$ cat src/rtl/hjdc_pkg.sv
package hjdc_pkg;

	localparam int CNT_W = 8;
	localparam int CHK_W = 2;
	localparam int ADC_W = 12;
	localparam int CFG_IDX_W = 3;
	localparam int CFG_DATA_W = 12;

	localparam int DETECT_PERIOD_DEF = 10;
	localparam int KEY_PERIOD_DEF = 6;
	localparam int DETECT_CHECKS_DEF = 3;
	localparam int KEY_CHECKS_DEF = 3;

	localparam logic [ADC_W-1:0] THREE_POLE_LIMIT_RST = 12'd5;
	localparam logic [ADC_W-1:0] FOUR_POLE_LOW_RST = 12'd1000;
	localparam logic [ADC_W-1:0] FOUR_POLE_HIGH_RST = 12'd3000;
	localparam logic [ADC_W-1:0] ALT_WINDOW_LOW_RST = 12'd180;
	localparam logic [ADC_W-1:0] ALT_WINDOW_HIGH_RST = 12'd200;

	typedef enum logic [1:0] {
		MODE_TICK = 2'd0,
		MODE_ADC  = 2'd1,
		MODE_USER = 2'd2
	} mode_t;

	typedef enum logic [1:0] {
		CHOICE_THREE  = 2'd0,
		CHOICE_FOUR   = 2'd1,
		CHOICE_TVOUT  = 2'd2,
		CHOICE_KEEP   = 2'd3
	} choice_t;

	typedef enum logic [2:0] {
		DEV_NONE    = 3'd0,
		DEV_THREE   = 3'd1,
		DEV_FOUR    = 3'd2,
		DEV_TVOUT   = 3'd3,
		DEV_UNKNOWN = 3'd4
	} dev_t;

	typedef enum logic [1:0] {
		PH_IDLE  = 2'd0,
		PH_COUNT = 2'd1,
		PH_WAIT  = 2'd2
	} phase_t;

	typedef enum logic [CFG_IDX_W-1:0] {
		REG_JACK_ACTIVE_LOW  = 3'd0,
		REG_KEY_ACTIVE_LOW   = 3'd1,
		REG_THREE_POLE_LIMIT = 3'd2,
		REG_FOUR_POLE_LOW    = 3'd3,
		REG_FOUR_POLE_HIGH   = 3'd4,
		REG_ALT_WINDOW_LOW   = 3'd5,
		REG_ALT_WINDOW_HIGH  = 3'd6
	} cfg_reg_t;

endpackage

$ cat src/rtl/headset_jack_detect_classifier.sv
// channel | direction | handshake           | payload
// in      | input     | in_valid / in_stall   | mode, jack_pin, key_pin, adc_value, adc_ok,
//         |           |                       | user_choice
// out     | output    | out_valid / out_stall | device_type, headset_present, adc_request,
//         |           |                       | mic_bias, key_bias, key_event, key_value,
//         |           |                       | rejected
// cfg     | input     | cfg_we                | cfg_index, cfg_data
//
// one beat per cycle sustained while out_stall is low; an input beat goes through the
// input register, then the state update into the result register
// arst_n clears valid flags and block state, loads config reset values; no sweep after reset
// in_stall rises only while the input register and the result register are both full
// and the result beat is held by out_stall
module headset_jack_detect_classifier #(
	parameter int DETECT_PERIOD = hjdc_pkg::DETECT_PERIOD_DEF,
	parameter int KEY_PERIOD = hjdc_pkg::KEY_PERIOD_DEF,
	parameter int DETECT_CHECKS = hjdc_pkg::DETECT_CHECKS_DEF,
	parameter int KEY_CHECKS = hjdc_pkg::KEY_CHECKS_DEF
) (
	input  logic                             clk,
	input  logic                             arst_n,
	input  logic                             in_valid,
	output logic                             in_stall,
	input  logic [1:0]                       mode,
	input  logic                             jack_pin,
	input  logic                             key_pin,
	input  logic [hjdc_pkg::ADC_W-1:0]       adc_value,
	input  logic                             adc_ok,
	input  logic [1:0]                       user_choice,
	output logic                             out_valid,
	input  logic                             out_stall,
	output logic [2:0]                       device_type,
	output logic                             headset_present,
	output logic                             adc_request,
	output logic                             mic_bias,
	output logic                             key_bias,
	output logic                             key_event,
	output logic                             key_value,
	output logic                             rejected,
	input  logic                             cfg_we,
	input  logic [hjdc_pkg::CFG_IDX_W-1:0]   cfg_index,
	input  logic [hjdc_pkg::CFG_DATA_W-1:0]  cfg_data
);

	localparam logic [hjdc_pkg::CNT_W-1:0] DET_RELOAD = hjdc_pkg::CNT_W'(DETECT_PERIOD);
	localparam logic [hjdc_pkg::CNT_W-1:0] KEY_RELOAD = hjdc_pkg::CNT_W'(KEY_PERIOD);
	localparam logic [hjdc_pkg::CHK_W-1:0] DET_CHK_MAX = hjdc_pkg::CHK_W'(DETECT_CHECKS);
	localparam logic [hjdc_pkg::CHK_W-1:0] KEY_CHK_MAX = hjdc_pkg::CHK_W'(KEY_CHECKS);

	// config
	logic                        jack_active_low_q;
	logic                        key_active_low_q;
	logic [hjdc_pkg::ADC_W-1:0]  three_pole_limit_q;
	logic [hjdc_pkg::ADC_W-1:0]  four_pole_low_q;
	logic [hjdc_pkg::ADC_W-1:0]  four_pole_high_q;
	logic [hjdc_pkg::ADC_W-1:0]  alt_window_low_q;
	logic [hjdc_pkg::ADC_W-1:0]  alt_window_high_q;

	// input register
	logic                        valid_s1;
	logic [1:0]                  mode_s1;
	logic                        jack_pin_s1;
	logic                        key_pin_s1;
	logic [hjdc_pkg::ADC_W-1:0]  adc_value_s1;
	logic                        adc_ok_s1;
	logic [1:0]                  user_choice_s1;

	// block state
	hjdc_pkg::dev_t              type_q;
	hjdc_pkg::phase_t            det_phase_q;
	logic [hjdc_pkg::CHK_W-1:0]  det_chk_q;
	logic [hjdc_pkg::CNT_W-1:0]  det_cnt_q;
	logic                        key_en_q;
	logic                        key_counting_q;
	logic [hjdc_pkg::CHK_W-1:0]  key_chk_q;
	logic [hjdc_pkg::CNT_W-1:0]  key_cnt_q;
	logic                        last_jack_q;
	logic                        last_key_q;
	logic [1:0]                  bias_q;

	// next state
	hjdc_pkg::dev_t              type_d;
	hjdc_pkg::phase_t            det_phase_d;
	logic [hjdc_pkg::CHK_W-1:0]  det_chk_d;
	logic [hjdc_pkg::CNT_W-1:0]  det_cnt_d;
	logic                        key_en_d;
	logic                        key_counting_d;
	logic [hjdc_pkg::CHK_W-1:0]  key_chk_d;
	logic [hjdc_pkg::CNT_W-1:0]  key_cnt_d;
	logic                        last_jack_d;
	logic                        last_key_d;
	logic [1:0]                  bias_d;
	logic                        kev_d;
	logic                        kval_d;
	logic                        rej_d;

	logic                        jack_c;
	logic                        key_c;
	logic                        advance;

	assign advance  = valid_s1 && !(out_valid && out_stall);
	assign in_stall = valid_s1 && out_valid && out_stall;

	always_ff @(posedge clk or negedge arst_n) begin
		if (!arst_n) begin
			jack_active_low_q  <= 1'b0;
			key_active_low_q   <= 1'b0;
			three_pole_limit_q <= hjdc_pkg::THREE_POLE_LIMIT_RST;
			four_pole_low_q    <= hjdc_pkg::FOUR_POLE_LOW_RST;
			four_pole_high_q   <= hjdc_pkg::FOUR_POLE_HIGH_RST;
			alt_window_low_q   <= hjdc_pkg::ALT_WINDOW_LOW_RST;
			alt_window_high_q  <= hjdc_pkg::ALT_WINDOW_HIGH_RST;
		end else if (cfg_we) begin
			case (cfg_index)
				hjdc_pkg::REG_JACK_ACTIVE_LOW:  jack_active_low_q  <= cfg_data[0];
				hjdc_pkg::REG_KEY_ACTIVE_LOW:   key_active_low_q   <= cfg_data[0];
				hjdc_pkg::REG_THREE_POLE_LIMIT: three_pole_limit_q <= cfg_data;
				hjdc_pkg::REG_FOUR_POLE_LOW:    four_pole_low_q    <= cfg_data;
				hjdc_pkg::REG_FOUR_POLE_HIGH:   four_pole_high_q   <= cfg_data;
				hjdc_pkg::REG_ALT_WINDOW_LOW:   alt_window_low_q   <= cfg_data;
				hjdc_pkg::REG_ALT_WINDOW_HIGH:  alt_window_high_q  <= cfg_data;
				default: ;
			endcase
		end
	end

	always_ff @(posedge clk or negedge arst_n) begin
		if (!arst_n) begin
			valid_s1 <= 1'b0;
		end else if (!in_stall) begin
			valid_s1 <= in_valid;
		end
	end

	always_ff @(posedge clk) begin
		if (!in_stall && in_valid) begin
			mode_s1        <= mode;
			jack_pin_s1    <= jack_pin;
			key_pin_s1     <= key_pin;
			adc_value_s1   <= adc_value;
			adc_ok_s1      <= adc_ok;
			user_choice_s1 <= user_choice;
		end
	end

	assign jack_c = jack_pin_s1 ^ jack_active_low_q;
	assign key_c  = key_pin_s1 ^ key_active_low_q;

	always_comb begin
		type_d         = type_q;
		det_phase_d    = det_phase_q;
		det_chk_d      = det_chk_q;
		det_cnt_d      = det_cnt_q;
		key_en_d       = key_en_q;
		key_counting_d = key_counting_q;
		key_chk_d      = key_chk_q;
		key_cnt_d      = key_cnt_q;
		last_jack_d    = last_jack_q;
		last_key_d     = last_key_q;
		bias_d         = bias_q;
		kev_d          = 1'b0;
		kval_d         = 1'b0;
		rej_d          = 1'b0;
		case (mode_s1)
			hjdc_pkg::MODE_TICK: begin
				// running timers first
				if (det_phase_q == hjdc_pkg::PH_COUNT) begin
					if (det_cnt_q > hjdc_pkg::CNT_W'(1)) begin
						det_cnt_d = det_cnt_q - hjdc_pkg::CNT_W'(1);
					end else if (!jack_c) begin
						det_phase_d = hjdc_pkg::PH_IDLE;
						det_cnt_d   = '0;
					end else if (det_chk_q < DET_CHK_MAX) begin
						det_chk_d = det_chk_q + hjdc_pkg::CHK_W'(1);
						det_cnt_d = DET_RELOAD;
					end else begin
						bias_d[0]   = 1'b1;
						det_chk_d   = '0;
						det_cnt_d   = '0;
						det_phase_d = hjdc_pkg::PH_WAIT;
					end
				end
				if (key_counting_q) begin
					if (key_cnt_q > hjdc_pkg::CNT_W'(1)) begin
						key_cnt_d = key_cnt_q - hjdc_pkg::CNT_W'(1);
					end else if (!(jack_c && key_c)) begin
						key_counting_d = 1'b0;
						key_cnt_d      = '0;
					end else if (key_chk_q < KEY_CHK_MAX) begin
						key_chk_d = key_chk_q + hjdc_pkg::CHK_W'(1);
						key_cnt_d = KEY_RELOAD;
					end else begin
						kev_d          = 1'b1;
						kval_d         = 1'b1;
						key_chk_d      = '0;
						key_cnt_d      = '0;
						key_counting_d = 1'b0;
					end
				end
				// jack edge
				if (jack_c != last_jack_q) begin
					det_phase_d = hjdc_pkg::PH_IDLE;
					det_cnt_d   = '0;
					if (jack_c && !key_en_q) begin
						det_chk_d   = '0;
						det_cnt_d   = DET_RELOAD;
						det_phase_d = hjdc_pkg::PH_COUNT;
					end else if (!jack_c) begin
						type_d         = hjdc_pkg::DEV_NONE;
						key_counting_d = 1'b0;
						key_cnt_d      = '0;
						if (key_en_q) begin
							bias_d[1] = 1'b0;
							key_en_d  = 1'b0;
						end
					end
				end
				// key edge, key_en_d equals key_en_q unless the jack just dropped
				if (key_c != last_key_q && key_en_d) begin
					key_counting_d = 1'b0;
					key_cnt_d      = '0;
					if (jack_c) begin
						key_chk_d = '0;
						if (!key_c) begin
							kev_d  = 1'b1;
							kval_d = 1'b0;
						end else begin
							key_cnt_d      = KEY_RELOAD;
							key_counting_d = 1'b1;
						end
					end
				end
				last_jack_d = jack_c;
				last_key_d  = key_c;
			end
			hjdc_pkg::MODE_ADC: begin
				if (det_phase_q == hjdc_pkg::PH_WAIT) begin
					det_phase_d = hjdc_pkg::PH_IDLE;
					if (last_jack_q) begin
						bias_d[1] = 1'b1;
						if (adc_ok_s1) begin
							if (adc_value_s1 < three_pole_limit_q) begin
								bias_d[1] = 1'b0;
								type_d    = hjdc_pkg::DEV_THREE;
							end else if ((adc_value_s1 < four_pole_high_q &&
							              adc_value_s1 >= four_pole_low_q) ||
							             (adc_value_s1 > alt_window_low_q &&
							              adc_value_s1 < alt_window_high_q)) begin
								key_en_d = 1'b1;
								type_d   = hjdc_pkg::DEV_FOUR;
							end else begin
								bias_d[1] = 1'b0;
								type_d    = hjdc_pkg::DEV_UNKNOWN;
							end
						end
					end else begin
						type_d    = hjdc_pkg::DEV_NONE;
						bias_d[0] = 1'b0;
					end
				end
			end
			hjdc_pkg::MODE_USER: begin
				if (last_jack_q) begin
					if (type_q != hjdc_pkg::DEV_UNKNOWN) begin
						rej_d = 1'b1;
					end else begin
						case (user_choice_s1)
							hjdc_pkg::CHOICE_THREE: type_d = hjdc_pkg::DEV_THREE;
							hjdc_pkg::CHOICE_FOUR: begin
								key_en_d = 1'b1;
								type_d   = hjdc_pkg::DEV_FOUR;
							end
							hjdc_pkg::CHOICE_TVOUT: begin
								type_d    = hjdc_pkg::DEV_TVOUT;
								bias_d[0] = 1'b0;
							end
							default: ;
						endcase
					end
				end else begin
					type_d    = hjdc_pkg::DEV_NONE;
					bias_d[0] = 1'b0;
				end
			end
			default: ;
		endcase
	end

	always_ff @(posedge clk or negedge arst_n) begin
		if (!arst_n) begin
			type_q         <= hjdc_pkg::DEV_NONE;
			det_phase_q    <= hjdc_pkg::PH_IDLE;
			det_chk_q      <= '0;
			det_cnt_q      <= '0;
			key_en_q       <= 1'b0;
			key_counting_q <= 1'b0;
			key_chk_q      <= '0;
			key_cnt_q      <= '0;
			last_jack_q    <= 1'b0;
			last_key_q     <= 1'b0;
			bias_q         <= 2'b00;
		end else if (advance) begin
			type_q         <= type_d;
			det_phase_q    <= det_phase_d;
			det_chk_q      <= det_chk_d;
			det_cnt_q      <= det_cnt_d;
			key_en_q       <= key_en_d;
			key_counting_q <= key_counting_d;
			key_chk_q      <= key_chk_d;
			key_cnt_q      <= key_cnt_d;
			last_jack_q    <= last_jack_d;
			last_key_q     <= last_key_d;
			bias_q         <= bias_d;
		end
	end

	always_ff @(posedge clk or negedge arst_n) begin
		if (!arst_n) begin
			out_valid <= 1'b0;
		end else if (!(out_valid && out_stall)) begin
			out_valid <= valid_s1;
		end
	end

	always_ff @(posedge clk) begin
		if (advance) begin
			device_type     <= type_d;
			headset_present <= (type_d == hjdc_pkg::DEV_THREE) ||
			                   (type_d == hjdc_pkg::DEV_FOUR);
			adc_request     <= (det_phase_d == hjdc_pkg::PH_WAIT);
			mic_bias        <= bias_d[0];
			key_bias        <= bias_d[1];
			key_event       <= kev_d;
			key_value       <= kval_d;
			rejected        <= rej_d;
		end
	end

`ifndef NO_ASSERTIONS
	a_key_value_needs_event: assert property (@(posedge clk) disable iff (!arst_n)
		out_valid && key_value |-> key_event)
		else $error("key level reported without a key event");

	a_reject_keeps_type: assert property (@(posedge clk) disable iff (!arst_n)
		out_valid && rejected |-> device_type != hjdc_pkg::DEV_UNKNOWN && !key_event)
		else $error("refused choice on an unknown type or with a key event");

	a_stall_only_when_full: assert property (@(posedge clk) disable iff (!arst_n)
		in_stall |-> valid_s1 && out_valid && out_stall)
		else $error("input stalled with room downstream");

	a_state_holds_on_stall: assert property (@(posedge clk) disable iff (!arst_n)
		in_stall |=> $stable(type_q) && $stable(det_phase_q) && $stable(bias_q))
		else $error("state moved while the result beat was held");
`endif

endmodule
$ cat config.mk
export PLATFORM = sky130hd
export DESIGN_NAME = headset_jack_detect_classifier
export DESIGN_NICKNAME = d
export VERILOG_FILES = /design/src/rtl/hjdc_pkg.sv /design/src/rtl/headset_jack_detect_classifier.sv
export SDC_FILE = /design/constraint.sdc
export NUM_CORES = 1
export LEC_CHECK = 0
export BUFFER_PORTS_ARGS = -buffer_cell sky130_fd_sc_hd__buf_2
export CORE_MARGIN = 2
export CORE_UTILIZATION = 54
export CTS_CLUSTER_SIZE = 30
export DETAILED_ROUTE_END_ITERATION = 10
export PLACE_DENSITY = 0.72
export SLEW_MARGIN = 20
export SYNTH_ARGS = -nofsm -noshare
export SYNTH_HDL_FRONTEND = slang
export SYNTH_SLANG_ARGS = --single-unit
$ cat constraint.sdc
create_clock -name clk -period 4.6 [get_ports clk]
set_input_delay 0.92 -clock clk [delete_from_list [all_inputs] [get_ports clk]]
set_output_delay 0.92 -clock clk [all_outputs]
set_load 0.005 [all_outputs]
==> results.sh, run 1 <==
export IMPL_path_common_cell="o211ai_1"
export IMPL_die_h_um=117
export IMPL_syn_nets=771
export IMPL_std_cell_rows=41
export IMPL_max_cap_viol_count=0
export IMPL_antenna_found_initial=0
export IMPL_port_buffers=50
export IMPL_fin_setup_tns_ns=0
export IMPL_synth_simple_gate_area_share_pct=12.9
export IMPL_synth_most_common_cell="inv_1"
export IMPL_final_util_pct=63.3
export IMPL_overflow=0
export IMPL_drive_above_1_share_pct=22.0
export IMPL_area_growth_pct=14.8
export IMPL_io_pins=51
export IMPL_synthAdderAreaFrac_pct=12.8
export IMPL_leakagePower_uw=0.00362
export IMPL_synth_area_leaders="dfrtp_1, ha_1, edfxtp_1, dfstp_2, mux2_2"
export IMPL_synth_async_sr_flop_share_pct=76.6
export IMPL_drc=0
export IMPL_ys_types=67
export IMPL_critPathLaunchType="register"
export IMPL_htree_levels=4
export IMPL_yosys_warnings=0
export IMPL_grt_max_degree=70
export IMPL_gr_usage_all_layers_pct=23.2
export IMPL_synth_top_cell_area_share_pct=26.3
export IMPL_synth_area_um2=6930
export IMPL_relSlewSlack_pct=34.5
export IMPL_routedWlPerCell_um=16.9
export IMPL_setup_viol=0
export IMPL_cts_root_buffer="clkbuf_16"
export IMPL_cts_resized_gates=0
export IMPL_synth_edf_count=29
export IMPL_tritoncts="built"
export IMPL_core_area_um2=12600
export IMPL_final_max_slew_viol_count=0
export IMPL_r2r_setup_slack_ns=1.71
export IMPL_cp_buffers_inverters=0
export IMPL_wl_um=15300
export IMPL_synthMuxAreaShare_pct=7.27
export IMPL_outcome="finished clean"
export IMPL_ant_nets=0
export IMPL_syn_inst=661
export IMPL_clk_latency_ns=0.41
export IMPL_syn_area_per_cell_um2=10.5
export IMPL_rsz0062_at_grt="false"
export IMPL_p_total_uw=3800
export IMPL_cts_num_sinks=124
export IMPL_cp_slowest_stage_delay_ns=0.62
export IMPL_setup_worst_path_class="reg -> reg"
export IMPL_ys_seq_area_share_pct=47.2
export IMPL_clock_path_buffers=2
export IMPL_crit_path_top_delay_cell="a2111oi_0"
export IMPL_min_path_type="reg -> reg"
export IMPL_critical_path_top_delay_family="compound AO/OA/AOI/OAI gates"
export IMPL_post_dp_hpwl_um=11100
export IMPL_endpoint_kind="register"
export IMPL_clkTransAtPathRegs_ns=0.05
export IMPL_finalCriticalPeriod_ns=2.89
export IMPL_vias=5204
export IMPL_peakVddDrop_mv=0.253
export IMPL_antennaDiodeCount=0
export IMPL_first_global_vias=5181
export IMPL_synth_top_family_by_area="compound AO/OA/AOI/OAI gates"
export IMPL_grt_first_pass_wirelength_um=25400
export IMPL_worstPathArrival_ns=3.03
export IMPL_n_fill_cell=1004
export IMPL_period_share_pct=62.9
export IMPL_crit_chain="ha_1 > nor2b_1 > o211ai_1 > a211oi_1 > a2111oi_0 > o32ai_2 > a21boi_1 > o211ai_1"
export IMPL_via_per_inst=5.75
export IMPL_synthTopCellsByCount="inv_1, dfrtp_1, ha_1"
export IMPL_die_x_um=117
export IMPL_post_cts_buffers=0
export IMPL_cp_max_fo=8
export IMPL_start_util_pct=55.2
export IMPL_max_freq_mhz=346
export IMPL_finalNetCount=830
export IMPL_synth_xor_area_share_pct=1.50
export IMPL_ys_flop_type="dfrtp_1"
export IMPL_worst_pin_slew_ns=0.982
export IMPL_cts_buffers=17
export IMPL_power_density_nw_per_um2=478
export IMPL_synth_compound_area_share_pct=13.5
export IMPL_critical_path_required_ns=4.74
export IMPL_dr_pass1_iters=5
export IMPL_ctsHoldBuffers=0
export IMPL_skew_ns=0.00606
export IMPL_finalHoldViolCount=0
export IMPL_drtIter0Drc=443
export IMPL_yosys_area_top_type="dfrtp_1"
export IMPL_gp_congestion=0.875
export IMPL_synth_seq_cells=124
export IMPL_die_area_um2=13800
-- flip-flops by register name, indices dropped and copies added (netlist names), 2 cells and up --
name and count:
three_pole_limit_q 12, type_q 3, det_chk_q 2, four_pole_high_q 12, user_choice_s1 2, bias_q 2, det_phase_q 2, key_chk_q 2
key_cnt_q 8, alt_window_low_q 12, det_cnt_q 8, mode_s1 2, adc_value_s1 12, alt_window_high_q 12, four_pole_low_q 12, device_type 3
-- final timing paths --
kind	startpoint	to	depth (start not counted)
worst max-delay path	adc_value_s1[1]	key_bias	8
worst min-delay path	valid_s1	out_valid	1
worst max register to register	adc_value_s1[1]	key_bias	8
worst min register to register	valid_s1	out_valid	1
max in group asynchronous	arst_n	four_pole_high_q[11]	2
min in group asynchronous	arst_n	three_pole_limit_q[9]	1
-- area by class of cell --
cell class	count	area [µm²]	share of cell area, %
sequential	124	3280	41.1
clock buffer	25	517	6.49
inverter	74	278	3.49
timing repair buffer	53	275	3.46
clock inverter	7	60.1	0.754
tap	172	215	2.70
multi-input combinational	450	3340	42.0
-- layer usage --
metal	global-route usage, %	routed length, µm	vias up
met4	9.19	242	0
met3	4.77	860	22
met5	0	0	-
met1	31.5	6940	2541
met2	36.7	7270	158
li1	-	-	2483
-- logic make-up (layout without fill, tap and decap cells) --
kind of cell	count (synthesis)	in the layout
muxes	45	45
and+or+nand+nor	176	176
adders and majority gates	71	71
xor gates and xnor gates	11	11
buffers and inverters	87	159
AOI/OAI and AO/OA	147	147
DFF	124	124
-- worst reg2reg max path, delay by kind of cell, from the launching register on --
| family | cells | cell delay [ns] |
|---|---|---|
| adder cells (fa/ha/maj) | 1 | 0.33 |
| flip-flops | 1 | 0.50 |
| AO/OA/AOI/OAI | 6 | 1.67 |
| AND/OR/NAND/NOR | 1 | 0.13 |
-- power breakdown --
group | switching, µW | leakage (µW) | internal, µW
Combinational | 555 | 0.00192 | 416
Clock | 449 | 0.000292 | 826
Sequential | 176 | 0.00141 | 1380
-- metrics by stage --
stage          cell area [µm²]  setup WS [ns]  hold WS [ns]  std cells
6_report                  7960           1.71         0.472        905
5_1_grt                   7960           1.61         0.496        905
4_1_cts                   7960           1.78         0.475        905
2_1_floorplan             6930           2.16         0.441        661
3_3_place_gp              7380           1.77         0.453        873
3_5_place_dp              7380           1.65         0.462        873
-- layout by cell type (no fill, tap or decap), types with 7 or more instances in the layout --
master and n:
o21ai_0 43, nor2b_1 7, nor3_1 15, nand4_1 11, dfrtp_1 73, ha_1 71, buf_2 49, nand3_1 11
a21o_1 9, clkbuf_16 18, a21oi_1 32, nand2b_1 12, xnor2_1 7, dfstp_2 22, inv_1 74, mux2_2 42
o21ai_1 13, nand2_1 51, edfxtp_1 29, nor2_1 37
Power figures use the tool's default switching activity.
==> run 2, diff against run 1 <==
==> constraint.sdc (replaced) <==
create_clock -name clk -period 2.9 [get_ports clk]
set_input_delay 0.58 -clock clk [delete_from_list [all_inputs] [get_ports clk]]
set_output_delay 0.58 -clock clk [all_outputs]
set_load 0.005 [all_outputs]
==> results.sh, run 2 (synthesis gave the netlist of run 1 again) <==
export IMPL_instances_no_fill=918
export IMPL_antenna_found_initial=1
export IMPL_start_util_pct=55.2
export IMPL_worst_pin_slew_ns=0.738
export IMPL_first_global_vias=5252
export IMPL_gr_usage_all_layers_pct=23.6
export IMPL_p_total_uw=6010
export IMPL_clk_latency_ns=0.43
export IMPL_crit_path_top_delay_cell="a2111oi_0"
export IMPL_post_cts_buffers=0
export IMPL_endpoint_kind="register"
export IMPL_worstPathArrival_ns=2.75
export IMPL_critPathLaunchType="register"
export IMPL_place_inst=885
export IMPL_tritoncts="built"
export IMPL_critical_path_required_ns=3.06
export IMPL_dpl_worst_slack_ns=0.312
export IMPL_setup_viol=0
export IMPL_path_common_cell="a2111oi_0"
export IMPL_p_int_uw=4130
export IMPL_io_pins=51
export IMPL_die_x_um=117
export IMPL_die_h_um=117
export IMPL_cp_max_fo=8
export IMPL_gp_congestion=0.886
export IMPL_timing_hold_ws_ns=0.143
export IMPL_min_path_type="in -> async"
export IMPL_routedWlPerCell_um=16.9
export IMPL_grt_first_pass_wirelength_um=25700
export IMPL_post_dp_hpwl_um=11300
export IMPL_final_common_cell="inv_1"
export IMPL_finalCriticalPeriod_ns=2.59
export IMPL_max_cap_viol_count=0
export IMPL_outcome="finished clean"
export IMPL_final_max_slew_viol_count=0
export IMPL_area_growth_pct=16.0
export IMPL_netSwitchingPower_uw=1880
export IMPL_dr_pass1_iters=4
export IMPL_ctsHoldBuffers=0
export IMPL_std_cell_rows=41
export IMPL_pwr_share_seq_pct=40.7
export IMPL_clock_path_buffers=2
export IMPL_grt_max_degree=57
export IMPL_clkTransAtPathRegs_ns=0.05
export IMPL_finalHoldViolCount=0
export IMPL_core_area_um2=12600
export IMPL_leakagePower_uw=0.00367
export IMPL_swShare_pct=31.3
export IMPL_peakVddDrop_mv=0.383
export IMPL_wl_um=15500
export IMPL_cts_root_buffer="clkbuf_16"
export IMPL_final_util_pct=64.0
export IMPL_vias=5209
export IMPL_cts_resized_gates=0
export IMPL_power_density_nw_per_um2=747
export IMPL_crit_chain="inv_1 > ha_1 > nand2b_1 > a2111oi_0 > a2111oi_0 > nor4_1 > o32ai_2 > buf_4 > a21boi_1 > o211ai_1"
export IMPL_setup_ws_ns=0.306
export IMPL_cts_num_sinks=124
export IMPL_p_clk_share_pct=33.2
export IMPL_relSlewSlack_pct=50.2
export IMPL_overflow=0
export IMPL_final_cell_mix="inv_1, dfrtp_1, ha_1"
export IMPL_cts_buffers=17
export IMPL_finalNetCount=842
export IMPL_drive_above_1_share_pct=23.2
export IMPL_skew_ns=0.00661
export IMPL_die_area_um2=13800
export IMPL_via_per_inst=5.67
export IMPL_drtIter0Drc=282
export IMPL_cp_slowest_stage_delay_ns=0.42
export IMPL_ant_nets=0
export IMPL_htree_levels=4
export IMPL_max_freq_mhz=386
export IMPL_drc=0
export IMPL_combPwrFrac_pct=26.1
export IMPL_setup_worst_path_class="reg -> reg"
export IMPL_port_buffers=50
export IMPL_period_share_pct=89.4
run 2: changes by cell type in the layout (fill, tap and decap cells not counted), sizes merged:
cell | previous run | this run
clkinv | 6 | 7
clkbuf | 25 | 24
buf | 53 | 65
diode | 0 | 1
run 2: cell type report:
| type | count | area, µm² |
|---|---|---|
| diodes | 1 | 2.50 |
| clock buffers | 24 | 492 |
| clock inverters | 8 | 65.1 |
| fillers | 1015 | 4520 |
| inverters | 74 | 278 |
| multi-input cells | 450 | 3340 |
| flip-flops and latches | 124 | 3280 |
| well taps | 172 | 215 |
| repair buffers | 65 | 378 |
run 2: stage by stage:
stage                     instance area (µm²)  TNS [ns]
after global placement                   7490         0
after CTS                                8040         0
after global routing                     8050   -0.0140
final                                    8050         0
after floorplan                          6930         0
after detailed placement                 7490         0
run 2: worst max-delay path: cells and delay by family (launching register included):
kind	cells	cell delay, ns
buffers and inverters	2	0.30
flip-flops	1	0.40
adder cells (fa/ha/maj)	1	0.23
AO/OA/AOI/OAI	5	0.98
AND/OR/NAND/NOR	2	0.42
run 2: routing by layer:
layer  wire (µm)  vias to the layer above  GRT usage (%)  share of wire, %
li1            -                     2514              -                 -
met1        7280                     2508           32.7                47
met2        7050                      159           37.0                45
met3         844                       28           4.28               5.4
met4         344                        0           9.49               2.2
met5           0                        -              0                 0
run 2: final timing paths:
path / slack [ns] / start / cells past startpoint / to
hold / removal: 0.14 / arst_n / 1 / alt_window_high_q[9]
setup / recovery: 0.31 / adc_value_s1[0] / 10 / key_bias
setup reg to reg: 0.31 / adc_value_s1[0] / 10 / key_bias
hold reg to reg: 0.48 / key_chk_q[0] / 1 / key_chk_q[0]
max in group asynchronous: 2.02 / arst_n / 2 / three_pole_limit_q[2]
min in group clk: 0.33 / jack_pin / 1 / jack_pin_s1
run 2: power by group through the flow:
| stage | Combinational [µW] | Sequential, µW | Clock [µW] |
|---|---|---|---|
| 2_1_floorplan | 1140 | 2400 | 0 |
| 3_3_place_gp | 1490 | 2450 | 0 |
| 3_5_place_dp | 1550 | 2470 | 0 |
| 4_1_cts | 1570 | 2450 | 2020 |
| 5_1_grt | 1780 | 2500 | 2090 |
| 6_report | 1570 | 2450 | 1990 |
==> run 3, diff against run 2 <==
--- a/config.mk
+++ b/config.mk
@@ -5,7 +5,7 @@
 export SDC_FILE = /design/constraint.sdc
 export NUM_CORES = 1
 export LEC_CHECK = 0
-export BUFFER_PORTS_ARGS = -buffer_cell sky130_fd_sc_hd__buf_2
+export BUFFER_PORTS_ARGS = -buffer_cell sky130_fd_sc_hd__buf_4
 export CORE_MARGIN = 2
 export CORE_UTILIZATION = 54
 export CTS_CLUSTER_SIZE = 30
==> results.sh, run 3 (synthesis gave the netlist of run 1 again) <==
export IMPL_outcome="finished clean"
export IMPL_port_buffers=50
export IMPL_std_cell_rows=41
export IMPL_drive_above_1_share_pct=23.4
export IMPL_wl_um=15700
export IMPL_overflow=0
export IMPL_post_dp_hpwl_um=11300
export IMPL_leakagePower_uw=0.00377
export IMPL_skew_ns=0.00495
export IMPL_relSlewSlack_pct=50.9
export IMPL_clkTransAtPathRegs_ns=0.06
export IMPL_first_global_vias=5408
export IMPL_finalNetCount=842
export IMPL_critical_path_top_delay_family="compound AO/OA/AOI/OAI gates"
export IMPL_max_cap_viol_count=0
export IMPL_fin_area_um2=8310
export IMPL_cp_buffers_inverters=2
export IMPL_core_area_um2=12600
export IMPL_worst_pin_slew_ns=0.728
export IMPL_setup_worst_path_class="reg -> reg"
export IMPL_dpl_cell_area_um2=7610
export IMPL_vias=5209
export IMPL_cp_max_fo=8
export IMPL_clock_path_buffers=2
export IMPL_grt_max_degree=44
export IMPL_setup_viol=0
export IMPL_final_common_cell="inv_1"
export IMPL_grt_first_pass_wirelength_um=26800
export IMPL_crit_chain="inv_1 > ha_1 > nand4_1 > a2111oi_0 > nor4_1 > o32ai_2 > buf_4 > nor3_1 > o32a_1"
export IMPL_cts_root_buffer="clkbuf_16"
export IMPL_period_share_pct=89.9
export IMPL_cts_resized_gates=0
export IMPL_finalCriticalPeriod_ns=2.61
export IMPL_r2r_end="type_q[2]"
export IMPL_drtIter0Drc=363
export IMPL_start_util_pct=55.2
export IMPL_critical_path_required_ns=3.20
export IMPL_worstRegToRegCells=9
export IMPL_endpoint_kind="register"
export IMPL_min_path_type="in -> async"
export IMPL_routedWlPerCell_um=17.1
export IMPL_peakVddDrop_mv=0.389
export IMPL_r2r_setup_slack_ns=0.29
export IMPL_cts_num_sinks=124
export IMPL_gr_usage_all_layers_pct=24.6
export IMPL_power_density_nw_per_um2=788
export IMPL_r2r_start="four_pole_low_q[7]"
export IMPL_final_max_slew_viol_count=0
export IMPL_via_per_inst=5.68
export IMPL_crit_path_top_delay_cell="dfstp_2"
export IMPL_htree_levels=4
export IMPL_ant_nets=0
export IMPL_post_cts_buffers=0
export IMPL_critPathLaunchType="register"
export IMPL_max_freq_mhz=384
export IMPL_area_growth_pct=19.9
export IMPL_gp_congestion=0.898
export IMPL_io_pins=51
export IMPL_clk_latency_ns=0.43
export IMPL_finalHoldViolCount=0
export IMPL_antenna_found_initial=0
export IMPL_die_x_um=117
export IMPL_die_area_um2=13800
export IMPL_worstPathArrival_ns=2.91
export IMPL_tritoncts="built"
export IMPL_fin_setup_tns_ns=0
export IMPL_ctsHoldBuffers=0
export IMPL_rsz0062_at_grt="false"
export IMPL_antennaDiodeCount=0
export IMPL_die_h_um=117
export IMPL_cts_buffers=17
export IMPL_drc=0
export IMPL_cp_slowest_stage_delay_ns=0.54
export IMPL_final_cell_mix="inv_1, dfrtp_1, ha_1"
export IMPL_dr_pass1_iters=5
==> run 3: report_power, final <==
group / total (µW) / internal [µW] / switching, µW
clock network: 2490 / 1730 / 759
registers: 2450 / 2190 / 259
logic: 1610 / 706 / 906
==> run 3: worst register-to-register path: stages, from the launching register on <==
cell and delay (ns):
dfstp_2 0.54, inv_1 0.05, ha_1 0.31, nand4_1 0.13, a2111oi_0 0.47, nor4_1 0.11, o32ai_2 0.26, buf_4 0.21
nor3_1 0.07, o32a_1 0.35
==> run 3: layout make-up <==
cell class | instances | area, µm²
sequential | 124 | 3280
tap | 172 | 215
fill | 1007 | 4260
multi-input combinational | 450 | 3340
clock inverter | 9 | 203
timing repair buffer | 65 | 500
inverter | 74 | 278
clock buffer | 23 | 499
==> run 3: layer usage <==
metal / track usage (%) / part of all wire, % / up-vias
li1: - / - / 2506
met1: 33.8 / 46 / 2502
met2: 37.7 / 45 / 172
met3: 7.15 / 6.6 / 29
met4: 8.13 / 2.0 / 0
met5: 0 / 0 / -
==> run 3: worst max path at each step <==
stage / startpoint / end / slack, ns / cells past startpoint
after CTS: four_pole_low_q[7] / type_q[2] / 0.27 / 9
final: four_pole_low_q[7] / type_q[2] / 0.29 / 9
after detailed placement: four_pole_low_q[7] / type_q[2] / 0.30 / 9
after global routing: adc_value_s1[1] / headset_present / 0.05 / 9
after global placement: adc_value_s1[9] / headset_present / 0.43 / 8
after floorplan: four_pole_low_q[7] / type_q[2] / 0.56 / 8
==> run 3: per-stage QoR <==
step | total power [µW] | util, % | hold slack [ns] | setup WS, ns | std cells
6_report | 6550 | 66.1 | 0.152 | 0.294 | 917
5_1_grt | 6940 | 66.1 | 0.187 | 0.0542 | 917
4_1_cts | 6580 | 66.1 | 0.167 | 0.271 | 917
3_5_place_dp | 4050 | 60.5 | 0.481 | 0.297 | 885
3_3_place_gp | 3970 | 60.5 | 0.454 | 0.435 | 885
2_1_floorplan | 3530 | - | 0.284 | 0.558 | 661
